===== src/sv/swer_pkg.sv =====
// Shared constants and controller/datapath interface types for the event rate counter.
`default_nettype none

package swer_pkg;

  // Fixed field widths.
  localparam int FUNC_W  = 2;
  localparam int WIN_W   = 32;
  localparam int RATE_W  = 34;

  // Item function codes.
  localparam logic [FUNC_W-1:0] FUNC_EVENT = 2'd0;
  localparam logic [FUNC_W-1:0] FUNC_CLEAR = 2'd2;

  // Window register reset value in milliseconds.
  localparam logic [WIN_W-1:0] WINDOW_RESET = 32'd30000;

  // 60000 ms per minute times 256 for the eight fraction bits.
  localparam int SCALE_W = 24;
  localparam logic [SCALE_W-1:0] RATE_SCALE = 24'd15360000;

  localparam logic [RATE_W-1:0] RATE_MAX = {RATE_W{1'b1}};

  // Commands from the controller to the datapath.
  typedef struct packed {
    logic take;
    logic apply;
    logic scan_start;
    logic scan_step;
    logic mult;
    logic div_start;
    logic div_step;
    logic load_out;
  } swer_cmd_t;

  // Status from the datapath to the controller.
  typedef struct packed {
    logic scan_done;
    logic div_done;
  } swer_sts_t;

endpackage

`default_nettype wire


===== src/sv/swer_ctrl.sv =====
// Sequencing state machine for the event rate counter.
`default_nettype none

module swer_ctrl
  import swer_pkg::*;
(
  input  wire logic      clk,
  input  wire logic      rst,
  input  wire logic      item_valid,
  output logic           item_stall,
  output logic           result_valid,
  input  wire logic      result_stall,
  output swer_cmd_t      cmd,
  input  wire swer_sts_t sts
);

  localparam logic [2:0] ST_IDLE  = 3'd0;
  localparam logic [2:0] ST_APPLY = 3'd1;
  localparam logic [2:0] ST_START = 3'd2;
  localparam logic [2:0] ST_SCAN  = 3'd3;
  localparam logic [2:0] ST_MULT  = 3'd4;
  localparam logic [2:0] ST_DIVS  = 3'd5;
  localparam logic [2:0] ST_DIV   = 3'd6;
  localparam logic [2:0] ST_DONE  = 3'd7;

  logic [2:0] state;
  logic [2:0] state_next;
  logic       result_valid_next;

  assign item_stall = (state != ST_IDLE);

  always_comb begin
    state_next = state;
    cmd        = '0;
    case (state)
      ST_IDLE: begin
        if (item_valid) begin
          cmd.take   = 1'b1;
          state_next = ST_APPLY;
        end
      end
      ST_APPLY: begin
        cmd.apply  = 1'b1;
        state_next = ST_START;
      end
      ST_START: begin
        cmd.scan_start = 1'b1;
        state_next     = ST_SCAN;
      end
      ST_SCAN: begin
        cmd.scan_step = 1'b1;
        if (sts.scan_done) begin
          state_next = ST_MULT;
        end
      end
      ST_MULT: begin
        cmd.mult   = 1'b1;
        state_next = ST_DIVS;
      end
      ST_DIVS: begin
        cmd.div_start = 1'b1;
        state_next    = ST_DIV;
      end
      ST_DIV: begin
        if (sts.div_done) begin
          state_next = ST_DONE;
        end else begin
          cmd.div_step = 1'b1;
        end
      end
      ST_DONE: begin
        // The previous word must be gone before the output register is reloaded.
        if (!result_valid || !result_stall) begin
          cmd.load_out = 1'b1;
          state_next   = ST_IDLE;
        end
      end
      default: begin
        state_next = ST_IDLE;
      end
    endcase
  end

  always_comb begin
    result_valid_next = result_valid;
    if (cmd.load_out) begin
      result_valid_next = 1'b1;
    end else if (!result_stall) begin
      result_valid_next = 1'b0;
    end
  end

  always_ff @(posedge clk) begin
    if (rst) begin
      state        <= ST_IDLE;
      result_valid <= 1'b0;
    end else begin
      state        <= state_next;
      result_valid <= result_valid_next;
    end
  end

endmodule

`default_nettype wire


===== config.mk =====
export PLATFORM = sky130hd
export DESIGN_NAME = swer_ctrl
export DESIGN_NICKNAME = d
export VERILOG_FILES = /design/src/sv/swer_pkg.sv /design/src/sv/swer_ctrl.sv
export SDC_FILE = /design/constraint.sdc
export NUM_CORES = 1
export LEC_CHECK = 0
export ABC_AREA = 0
export BUFFER_PORTS_ARGS = -buffer_cell sky130_fd_sc_hd__buf_4
export CAP_MARGIN = 30
export CELL_PAD_IN_SITES_DETAIL_PLACEMENT = 1
export CELL_PAD_IN_SITES_GLOBAL_PLACEMENT = 1
export CORE_AREA = 4 4 41 43
export DETAILED_ROUTE_END_ITERATION = 6
export DIE_AREA = 0 0 45 47
export GPL_TIMING_DRIVEN = 0
export MAX_ROUTING_LAYER = met4
export PLACE_DENSITY = 0.65
export SLEW_MARGIN = 0
export SYNTH_ARGS = -nofsm -noshare
export SYNTH_HDL_FRONTEND = slang
export SYNTH_SLANG_ARGS = --single-unit

===== constraint.sdc =====
create_clock -name clk -period 1.75 [get_ports clk]
set_input_delay 0.2625 -clock clk [delete_from_list [all_inputs] [get_ports clk]]
set_output_delay 0.2625 -clock clk [all_outputs]
set_load 0.02 [all_outputs]

# Yosys cells after proc, flatten, opt, wreduce, memory -nomap -nowiden
# Cells that the tools add are included.
[word_totals]
ff_bits = 4
input_bits = 6
out_inout_bits = 10
elab_cells = 38
[classes]
n_eq_ne = 12
n_mux = 18
reduce_logical = 6
[ops]
columns = ["op", "count"]
rows = [
  ["one-hot mux 3 bit (8 select lines)", 1],
  ["two-way mux 1 bit", 13],
  ["== test 3 bit (second input constant)", 4],
  ["two-way mux 3 bit", 4],
  ["!= test 2 bit (second input constant)", 4],
  ["== test 3 x 2 -> 1 bit (second input constant)", 2],
  ["AND reduction 4 bit", 1],
  ["== test 3 x 1 -> 1 bit (second input constant)", 1],
  ["logical NOT 3 bit", 1],
  ["nonzero test 3 bit", 1],
  ["logical NOT 1 bit", 2],
  ["!= test 2 x 1 -> 1 bit (second input constant)", 1],
  ["logical OR 1 bit", 1],
]

# Depth between registers and ports, before layout
# Gate-level depths: netlist (run 1).
[depth]
word_depth = 5
depth_mapped = 6
mapped_depth_nobuf = 6

# Worst setup path before layout (run 1)
# No wires, ideal clock.
[synth_timing]
path_kind = "register to register"
start = "register state[0]"
end = "register state[0]"
setup_time_ps = 70
arrival_time_ps = 1316
required_ps = 1680
slack_ps = 364
stages_incl_launch_ff = 7
n_path_buf = 0
synth_period_minus_slack_ps = 1386
path_cell_list = "dfxtp_1 inv_1 ha_1 and2_1 nor3_1 or3_1 a21oi_1"
[synth_via]
elab_chain_cells = 3
word_cells_on_any_way = 14
cone_classes = "eq/ne (11); mux (1); reduce/logical (2)"
[synth_lines]
columns = ["element", "line_no", "rtl"]
rows = [
  ["start, declared", "swer_ctrl.sv:26", "logic [2:0] state;"],
  ["start signal, assigned", "swer_ctrl.sv:98", "state <= state_next;"],
  ["== test 3 bit (tied with other cells)", "swer_ctrl.sv:35", "case (state)"],
  ["!= test 2 bit (no source line)", "-", ""],
  ["AND reduction 4 bit (no source line)", "-", ""],
]
# Several ways; a longest one is shown, not always the timed one.
# A chain may end at the register's enable or synchronous reset.

==> impl_metrics.csv, run 1 <==
group,metric,value,unit
global_route,gr-total-overflow,0,
placement,dp_hpwl,699.9,um
synth,synth_cells,43,
sta,setup_viol,0,
placement,post-place-ws,0.1935,ns
clock_network,clock-sinks,4,
pwr,p_per_area,1364,nW/um^2
floorplanning,fp-row-count,13,
pwr,p_leak,0.2453,nW
critical_path,worstPathArrival,1.31,ns
clock_network,cts_tree,"done",
clock_network,clock_latency,0.23,ns
final_layout,final_common_cell,"buf_4",
final_layout,seq_area,80.08,um^2
clock_network,cts.repair.resized,0,
drt,viasPerCell,4.605,
pwr,pwr-share-seq,20.9,%
clock_network,clock_path_buffers,2,
clock_network,postCtsHoldBufs,0,
final_layout,multi_input_area,220.2,um^2
sta,final.setup_skew,0.002366,ns
synth,synth_nets,53,
sta,timing_hold_violations_final,0,
final_layout,antenna_cells,0,
drt,antenna_left,0,
drt,drt_wl_total,805,um
clock_network,htreeDepth,1,
final_layout,layout_common_cells,"buf_4, a21oi_1, inv_1",
sta,relSlewSlack,78.19,%
synth,ys_seq_area_share,23.70,%
sta,post-route-period-util,90.12,%
pwr,clock_power_share,16.5,%
synth,ys_types,21,
sta,fin_setup_tns,0,ns
pwr,swShare,43.32,%
pwr,combPwrFrac,62.6,%
final_layout,fillCellCount,169,
drt,drt_iter0_markers,3,
critical_path,crit_path_end_kind,"primary output",
run,maxCapViolCount,0,
placement,routabilityCongestion,0.7178,
pwr,p_switching,0.0002905,W
critical_path,cp-start-kind,"flop",
floorplanning,start_util,25.96,%
floorplanning,die_area,2115,um^2
critical_path,critPathRequiredTime,1.49,ns
floorplanning,core,1301,um^2
floorplanning,dieWidth,45,um
clock_network,cts_root_buf,"clkbuf_4",
pwr,ir_worst_vdd,509.1,uV
drt,wl_per_cell,10.59,um
clock_network,post-cts-setup-buffers,0,
sta,drv_slew,0,
critical_path,crit_fanout,4,
final_layout,drive_above_1_share,37.70,%
global_route,grt_max_degree,11,
synth,yosysWarnings,0,
sta,worstMarginPinSlew,0.3229,ns
critical_path,criticalPathCategory,"reg2out",
final_layout,areaGrowthSynthToFinish,45.56,%
global_route,grt_pass1_wl,1.331,mm
sta,fin_ws,0.1730,ns
status,status,"completed",
synth,syn_area,337.8,um^2
clock_network,clk_pin_slew,0.04,ns
final_layout,finalNetCount,73,
worst_hold_path,hold_class,"in2reg",
drt,drc,0,
clock_network,cts_made_buffers,3,
drt,vias,350,
final_layout,final_area,491.7,um^2
synth,synth-seq-cells,4,
sta,fmax,0.6341,GHz
global_route,grt_pass1_vias,314,
pwr,power.internal,0.0003801,W
floorplanning,io_pins,16,
global_route,grt_use_total,9.462,%
floorplanning,die_y,47,um
global_route,antenna_found_initial,0,
sta,rsz0062_at_grt,"false",
placement,port_buffers,15,
synth,syn_avg_cell_area,7.856,um^2
placement,placement.cell_area,469.2,um^2
drt,first_pass_iters,3,
sta,post-route-min-period,1.577,ns
==> final timing paths <==
kind	startpoint	slack [ns]	cells after the start	end
worst max-delay path	state[0]$_SDFFE_PP0P_	0.17	5	cmd[0]
worst min-delay path	rst	0.22	2	state[2]$_SDFFE_PP0P_
worst max register to register	state[0]$_SDFFE_PP0P_	0.21	6	state[0]$_SDFFE_PP0P_
worst min register to register	state[0]$_SDFFE_PP0P_	0.51	2	state[0]$_SDFFE_PP0P_
==> worst max-delay path: stages, from the launching register on <==
cell and delay (ns):
dfxtp_1 0.36, ha_1 0.22, nand2_1 0.12, a21oi_1 0.14, buf_4 0.12, buf_4 0.12
==> stage by stage <==
step | hold slack (ns) | total power, W | instances | util, %
after floorplan | 0.3316 | 0.0004196 | 43 | -
after global placement | 0.4562 | 0.0005642 | 73 | 36.06
after detailed placement | 0.4574 | 0.0005730 | 73 | 36.06
after CTS | 0.2089 | 0.0006898 | 76 | 37.79
after global routing | 0.2074 | 0.0007497 | 76 | 37.79
final | 0.2184 | 0.0006705 | 76 | 37.79
==> per-layer routing <==
metal	track usage (%)	routed length (um)	up-vias
met3	5.747	67	0
met1	9.773	334	157
met5	-	0	-
met4	3.509	0	0
met2	14.69	402	13
li1	-	-	180
==> registers in the layout, summed over array words and instances (netlist names) <==
register / count
result_valid: 1
state: 3
==> power by group through the flow <==
stage | sequential [W] | combinational [W] | clock, W
after floorplan | 0.000136 | 0.000284 | 0
after global placement | 0.000142 | 0.000422 | 0
after detailed placement | 0.000143 | 0.000430 | 0
after CTS | 0.000141 | 0.000431 | 0.000117
after global routing | 0.000145 | 0.000475 | 0.000130
final | 0.000140 | 0.000420 | 0.000111
==> Yosys cell counts, drive strengths merged <==
library cell | instances | area share (%)
inv | 5 | 5.6
a21oi | 5 | 7.4
o21ai | 2 | 3.0
o2bb2ai | 1 | 4.4
nor2 | 3 | 3.3
and3 | 1 | 1.9
nand3 | 1 | 1.5
nor2b | 3 | 7.8
nand2b | 2 | 3.7
buf | 2 | 5.6
nor3 | 1 | 1.5
dfxtp | 4 | 24
o41ai | 1 | 2.6
and2 | 2 | 3.7
or3 | 2 | 3.7
o22ai | 1 | 1.9
ha | 4 | 15
nand2 | 3 | 4.1
==> area by class of cell <==
class	count	area share [%]
Inverter	5	3.817
Multi-Input combinational cell	32	44.78
Clock buffer	3	4.580
Tap cell	15	3.817
Sequential cell	4	16.28
Buffer	2	3.817
Timing Repair Buffer	15	22.90
==> kinds of logic after synthesis <==
logic type	Yosys count	share of synthesized area, %
buffers and inverters	7	11.11
AOI/OAI and AO/OA	10	19.26
adders and majority gates	4	14.82
and+or+nand+nor	18	31.11
DFF	4	23.70
Power figures use the tool's default switching activity.
==> run 2: changes to the inputs <==
--- a/config.mk
+++ b/config.mk
@@ -10,12 +10,11 @@
 export CAP_MARGIN = 30
 export CELL_PAD_IN_SITES_DETAIL_PLACEMENT = 1
 export CELL_PAD_IN_SITES_GLOBAL_PLACEMENT = 1
-export CORE_AREA = 4 4 41 43
+export CORE_UTILIZATION = 26
 export DETAILED_ROUTE_END_ITERATION = 6
-export DIE_AREA = 0 0 45 47
 export GPL_TIMING_DRIVEN = 0
 export MAX_ROUTING_LAYER = met4
-export PLACE_DENSITY = 0.65
+export PLACE_DENSITY = 0.69
 export SLEW_MARGIN = 0
 export SYNTH_ARGS = -nofsm -noshare
 export SYNTH_HDL_FRONTEND = slang
==> constraint.sdc (replaced) <==
create_clock -name clk -period 1.3 [get_ports clk]
set_input_delay 0.195 -clock clk [delete_from_list [all_inputs] [get_ports clk]]
set_output_delay 0.195 -clock clk [all_outputs]
set_load 0.02 [all_outputs]
==> impl_metrics.csv, run 2 (synthesis gave the netlist of run 1 again) <==
group,metric,value,unit
drt,wl_per_cell,13.70,um
clock_network,cts_tree,"done",
floorplanning,io_pins,16,
final_layout,seq_area,87.58,um^2
sta,final.setup_skew,0.001056,ns
sta,rsz0062_at_grt,"true",
critical_path,cp-start-kind,"flop",
drt,first_pass_iters,4,
critical_path,worstPathArrival,1.22,ns
pwr,power.internal,0.0007126,W
clock_network,clock_latency,0.24,ns
drt,drt_wl_total,1.055,mm
floorplanning,fp-row-count,12,
run,maxCapViolCount,0,
worst_hold_path,hold-path-endpoint,"state[1]$_SDFFE_PP0P_",
placement,port_buffers,15,
worst_hold_path,worstHoldPathCells,2,
critical_path,rr_startpoint,"state[1]$_SDFFE_PP0P_",
placement,post-place-ws,-0.08398,ns
clock_network,cts_root_buf,"clkbuf_4",
floorplanning,dieWidth,38.05,um
clock_network,clk_pin_slew,0.04,ns
critical_path,crit_fanout,4,
sta,fmax,0.7046,GHz
pwr,p_switching,0.0005544,W
critical_path,criticalPathCategory,"reg2out",
final_layout,layout_common_cells,"buf_4, buf_6, a21oi_1",
final_layout,reg.largest.list,"state x3, result_valid x1",
worst_hold_path,hold_class,"in2reg",
sta,worstMarginPinSlew,0.2706,ns
final_layout,multi_input_area,325.3,um^2
floorplanning,core,1156,um^2
critical_path,r2r_setup_slack,-0.07,ns
floorplanning,start_util,29.22,%
final_layout,finalNetCount,74,
sta,setup_viol,11,
worst_hold_path,min_from,"rst",
status,status,"finished with violations",
critical_path,crit_path_end_kind,"primary output",
pwr,ir_worst_vdd,893.3,uV
final_layout,fillCellCount,150,
global_route,antenna_found_initial,0,
global_route,grt_pass1_wl,1.635,mm
clock_network,htreeDepth,1,
clock_network,cts_made_buffers,3,
floorplanning,die_area,1447,um^2
clock_network,clock-sinks,4,
final_layout,drive_above_1_share,63.49,%
sta,relSlewSlack,81.73,%
clock_network,clock_path_buffers,2,
final_layout,antenna_cells,0,
pwr,clock_power_share,13.9,%
critical_path,rr_endpoint,"state[0]$_SDFFE_PP0P_",
drt,antenna_left,0,
final_layout,areaGrowthSynthToFinish,88.89,%
sta,post-route-period-util,109.2,%
clock_network,postCtsHoldBufs,0,
final_layout,largest_reg_flops,3,
sta,fin_hold_ws,0.1360,ns
drt,viasPerCell,4.857,
pwr,pwr-share-seq,19.4,%
global_route,gr-total-overflow,0,
global_route,grt_use_total,17.58,%
critical_path,critPathRequiredTime,1.11,ns
status,violations,"setup timing",
final_layout,final_common_cell,"buf_4",
final_layout,top_register,"state",
sta,timing_hold_violations_final,0,
drt,vias,374,
sta,drv_slew,0,
sta,fin_ws,-0.1192,ns
sta,post-route-min-period,1.419,ns
pwr,swShare,43.76,%
drt,drc,0,
global_route,grt_pass1_vias,374,
pwr,p_leak,0.2852,nW
global_route,grt_max_degree,11,
floorplanning,die_y,38.05,um
critical_path,r2r_cells,5,
pwr,p_per_area,1986,nW/um^2
placement,routabilityCongestion,0.6883,
placement,dp_hpwl,720.7,um
pwr,combPwrFrac,66.6,%
drt,drt_iter0_markers,8,
run 2: changes by cell type in the layout (fill, tap and decap cells not counted), moves of 3 or more:
cell and delta:
buf_6 +5, buf_4 -4, ha_1 -4, ha_4 +3
run 2: worst max-delay path: stages, from the launching register on:
cell	delay [ns]
dfxtp_4	0.37
inv_4	0.06
ha_2	0.20
nor2b_1	0.18
buf_4	0.17
run 2: cell type report:
class,count,share of cell area (%)
Buffer,1,1.765
Inverter,5,3.725
Multi-Input combinational cell,32,50.98
Clock buffer,4,4.118
Sequential cell,4,13.73
Timing Repair Buffer,17,22.94
Tap cell,14,2.745
run 2: worst max path at each step:
stage,startpoint,endpoint,slack (ns),cells after the start
3_3_place_gp,state[0]$_SDFFE_PP0P_,state[0]$_SDFFE_PP0P_,-0.06,6
5_1_grt,state[1]$_SDFFE_PP0P_,cmd[6],-0.18,4
6_report,state[1]$_SDFFE_PP0P_,cmd[6],-0.12,4
2_1_floorplan,state[1]$_SDFFE_PP0P_,state[0]$_SDFFE_PP0P_,0.01,5
4_1_cts,state[1]$_SDFFE_PP0P_,cmd[2],-0.08,4
3_5_place_dp,state[1]$_SDFFE_PP0P_,state[0]$_SDFFE_PP0P_,-0.08,6
run 2: repair_timing:
item | CTS | global route
pin swaps | 4 | 2
setup endpoints to repair | 9 | 12
resized for setup | 12 | 6
buffers inserted | 1 | 1
hold endpoints to repair | 0 | 0
run 2: power groups by stage:
stage / clock, W / combinational [W] / sequential (W)
after CTS: 0.000181 / 0.000789 / 0.000244
after detailed placement: 0 / 0.000654 / 0.000239
after global placement: 0 / 0.000646 / 0.000237
after floorplan: 0 / 0.000448 / 0.000227
final: 0.000177 / 0.000844 / 0.000246
after global routing: 0.000196 / 0.000915 / 0.000253
run 2: metrics by stage:
stage | std cells | total power, W | instance area [um^2] | utilization [%] | setup TNS, ns
finish | 77 | 0.001267 | 638.1 | 55.19 | -0.4626
global route | 77 | 0.001365 | 638.1 | 55.19 | -1.051
CTS | 77 | 0.001213 | 605.6 | 52.38 | -0.4851
detailed placement | 72 | 0.0008937 | 521.8 | 45.13 | -0.1445
global placement | 72 | 0.0008830 | 521.8 | 45.13 | -0.09852
floorplan | 43 | 0.0006750 | 391.6 | - | 0
run 2: metal layers:
metal,vias to the layer above,global-route usage [%],share of wire [%]
met5,-,-,0
met1,184,18.09,40
met4,0,5.357,0
met3,0,6.977,3.2
met2,8,30.51,56
li1,182,-,-
==> run 3: changes to the inputs <==
--- a/config.mk
+++ b/config.mk
@@ -10,6 +10,7 @@
 export CAP_MARGIN = 30
 export CELL_PAD_IN_SITES_DETAIL_PLACEMENT = 1
 export CELL_PAD_IN_SITES_GLOBAL_PLACEMENT = 1
+export CORE_MARGIN = 8
 export CORE_UTILIZATION = 26
 export DETAILED_ROUTE_END_ITERATION = 6
 export GPL_TIMING_DRIVEN = 0
==> impl_metrics.csv, run 3 (synthesis gave the netlist of run 1 again) <==
group,metric,value,unit
drt,dr_wl_met2,480,um
drt,drt_wl_total,941,um
sta,post-route-min-period,1.367,ns
critical_path,worstPathArrival,1.53,ns
final_layout,instances_no_fill,77,
pwr,ir_worst_vdd,912.3,uV
sta,final.setup_skew,0.006548,ns
critical_path,crit_path_end_kind,"flop",
clock_network,clock_latency,0.24,ns
critical_path,crit_fanout,4,
floorplanning,dieWidth,52.05,um
sta,rsz0062_at_grt,"true",
clock_network,clk_pin_slew,0.04,ns
placement,dp_hpwl,802.4,um
critical_path,critPathRequiredTime,1.47,ns
critical_path,path_cells,"inv_4 -> ha_4 -> nand2b_4 -> o22ai_2 -> or3_1 -> a21oi_2",
sta,timing_hold_violations_final,0,
drt,antenna_left,0,
worst_hold_path,worstHoldPathCells,2,
clock_network,cts_tree,"done",
floorplanning,start_util,26.97,%
final_layout,finalNetCount,73,
sta,worstMarginPinSlew,0.2838,ns
critical_path,critPathSlowestCell,"dfxtp_4",
critical_path,r2r_cells,6,
clock_network,htreeDepth,1,
clock_network,postCtsHoldBufs,0,
drt,wl_met1,395,um
drt,drc,0,
critical_path,cp-start-kind,"flop",
floorplanning,core,1252,um^2
sta,fmax,0.7317,GHz
final_layout,largest_reg_flops,3,
drt,drt_iter0_markers,3,
floorplanning,die_area,2709,um^2
drt,first_pass_iters,3,
sta,setup_viol,11,
floorplanning,die_y,52.05,um
critical_path,criticalPathCategory,"reg2reg",
global_route,grt_max_degree,11,
global_route,grt_pass1_wl,1.600,mm
status,status,"finished with violations",
drt,wl_per_cell,12.22,um
global_route,grt_pass1_vias,378,
global_route,grt_use_total,7.828,%
sta,drv_slew,0,
final_layout,antenna_cells,0,
sta,fin_ws,-0.06677,ns
placement,port_buffers,15,
drt,viasPerCell,4.636,
final_layout,areaGrowthSynthToFinish,86.30,%
final_layout,top_register,"state",
critical_path,r2r_setup_slack,-0.07,ns
placement,placed_cells,73,
status,violations,"setup timing",
clock_network,cts_made_buffers,3,
final_layout,layout_common_cells,"buf_4, buf_6, ha_4",
critical_path,rr_endpoint,"state[1]$_SDFFE_PP0P_",
sta,post-route-period-util,105.1,%
critical_path,cpPeakStageDelay,0.39,ns
final_layout,reg.largest.list,"state x3, result_valid x1",
global_route,antenna_found_initial,0,
sta,relSlewSlack,80.83,%
critical_path,critPathTopFamily,"simple AND/OR/NAND/NOR gates",
critical_path,critPathBufInv,1,
floorplanning,io_pins,16,
placement,post-place-ws,-0.09665,ns
final_layout,drive_above_1_share,64.52,%
sta,fin_setup_tns,-0.2825,ns
final_layout,final_common_cell,"buf_4",
drt,top_layer,"met3",
drt,vias,357,
worst_hold_path,min_from,"rst",
global_route,gr-total-overflow,0,
pwr,p_per_area,1995,nW/um^2
drt,wl_met3,65,um
clock_network,clock_path_buffers,2,
floorplanning,fp-row-count,13,
worst_hold_path,hold_class,"in2reg",
critical_path,rr_startpoint,"state[0]$_SDFFE_PP0P_",
placement,routabilityCongestion,0.6418,
clock_network,clock-sinks,4,
run,maxCapViolCount,0,
worst_hold_path,hold-path-endpoint,"state[1]$_SDFFE_PP0P_",
pwr,p_leak,0.2823,nW
clock_network,cts_root_buf,"clkbuf_4",
==> run 3: cell count changes in the layout (fill, tap and decap cells not counted), sizes merged <==
cell | previous run | this run
buf | 18 | 17
==> run 3: area by class of cell <==
cell class,instances,area [um^2]
Sequential cell,4,87.58
Tap cell,15,18.77
Timing Repair Buffer,16,142.6
Multi-Input combinational cell,32,319.1
Fill cell,148,623.1
Clock buffer,4,26.28
Inverter,5,23.77
Buffer,1,11.26
==> run 3: power by group <==
group	switching, W	internal (W)	total, W	leakage, nW
Clock	0.0000526	0.000115	0.000168	0.0150
Sequential	0.0000768	0.000177	0.000254	0.0339
Combinational	0.000419	0.000415	0.000834	0.233
Total	0.000548	0.000708	0.00126	0.282
==> run 3: metal layers <==
layer / up-vias / track usage, %
li1: 182 / -
met1: 165 / 8.521
met2: 10 / 12.80
met3: 0 / 3.704
met4: 0 / 1.327
met5: - / -
==> run 3: metrics by stage <==
step           hold WS (ns)  util [%]  area, um^2  total power [W]
2_1_floorplan        0.2544         -       391.6        0.0006750
3_3_place_gp         0.3814     41.76       523.0        0.0008962
3_5_place_dp         0.3778     41.76       523.0        0.0009059
4_1_cts              0.1250     49.05       614.3         0.001240
5_1_grt              0.1140     50.25       629.4         0.001370
6_report             0.1286     50.25       629.4         0.001256
==> run 3: worst max-delay path by stage <==
stage	start	endpoint	slack (ns)	depth (start not counted)
6_report	state[0]$_SDFFE_PP0P_	state[1]$_SDFFE_PP0P_	-0.07	6
5_1_grt	state[0]$_SDFFE_PP0P_	state[0]$_SDFFE_PP0P_	-0.13	6
4_1_cts	state[0]$_SDFFE_PP0P_	cmd[7]	-0.07	5
3_5_place_dp	state[1]$_SDFFE_PP0P_	state[0]$_SDFFE_PP0P_	-0.1	6
3_3_place_gp	state[1]$_SDFFE_PP0P_	state[0]$_SDFFE_PP0P_	-0.1	6
2_1_floorplan	state[1]$_SDFFE_PP0P_	state[0]$_SDFFE_PP0P_	0.01	5
==> run 3: repair_timing <==
item,4_1_cts,5_1_grt
pin swaps,3,3
gates resized for setup,17,2
setup buffers,0,1
setup endpoints to repair,9,12
==> run 3: worst reg2reg max path, cell delays in order, from the launching register on <==
cell	delay (ns)
dfxtp_4	0.39
inv_4	0.06
ha_4	0.18
nand2b_4	0.08
o22ai_2	0.08
or3_1	0.39
a21oi_2	0.11
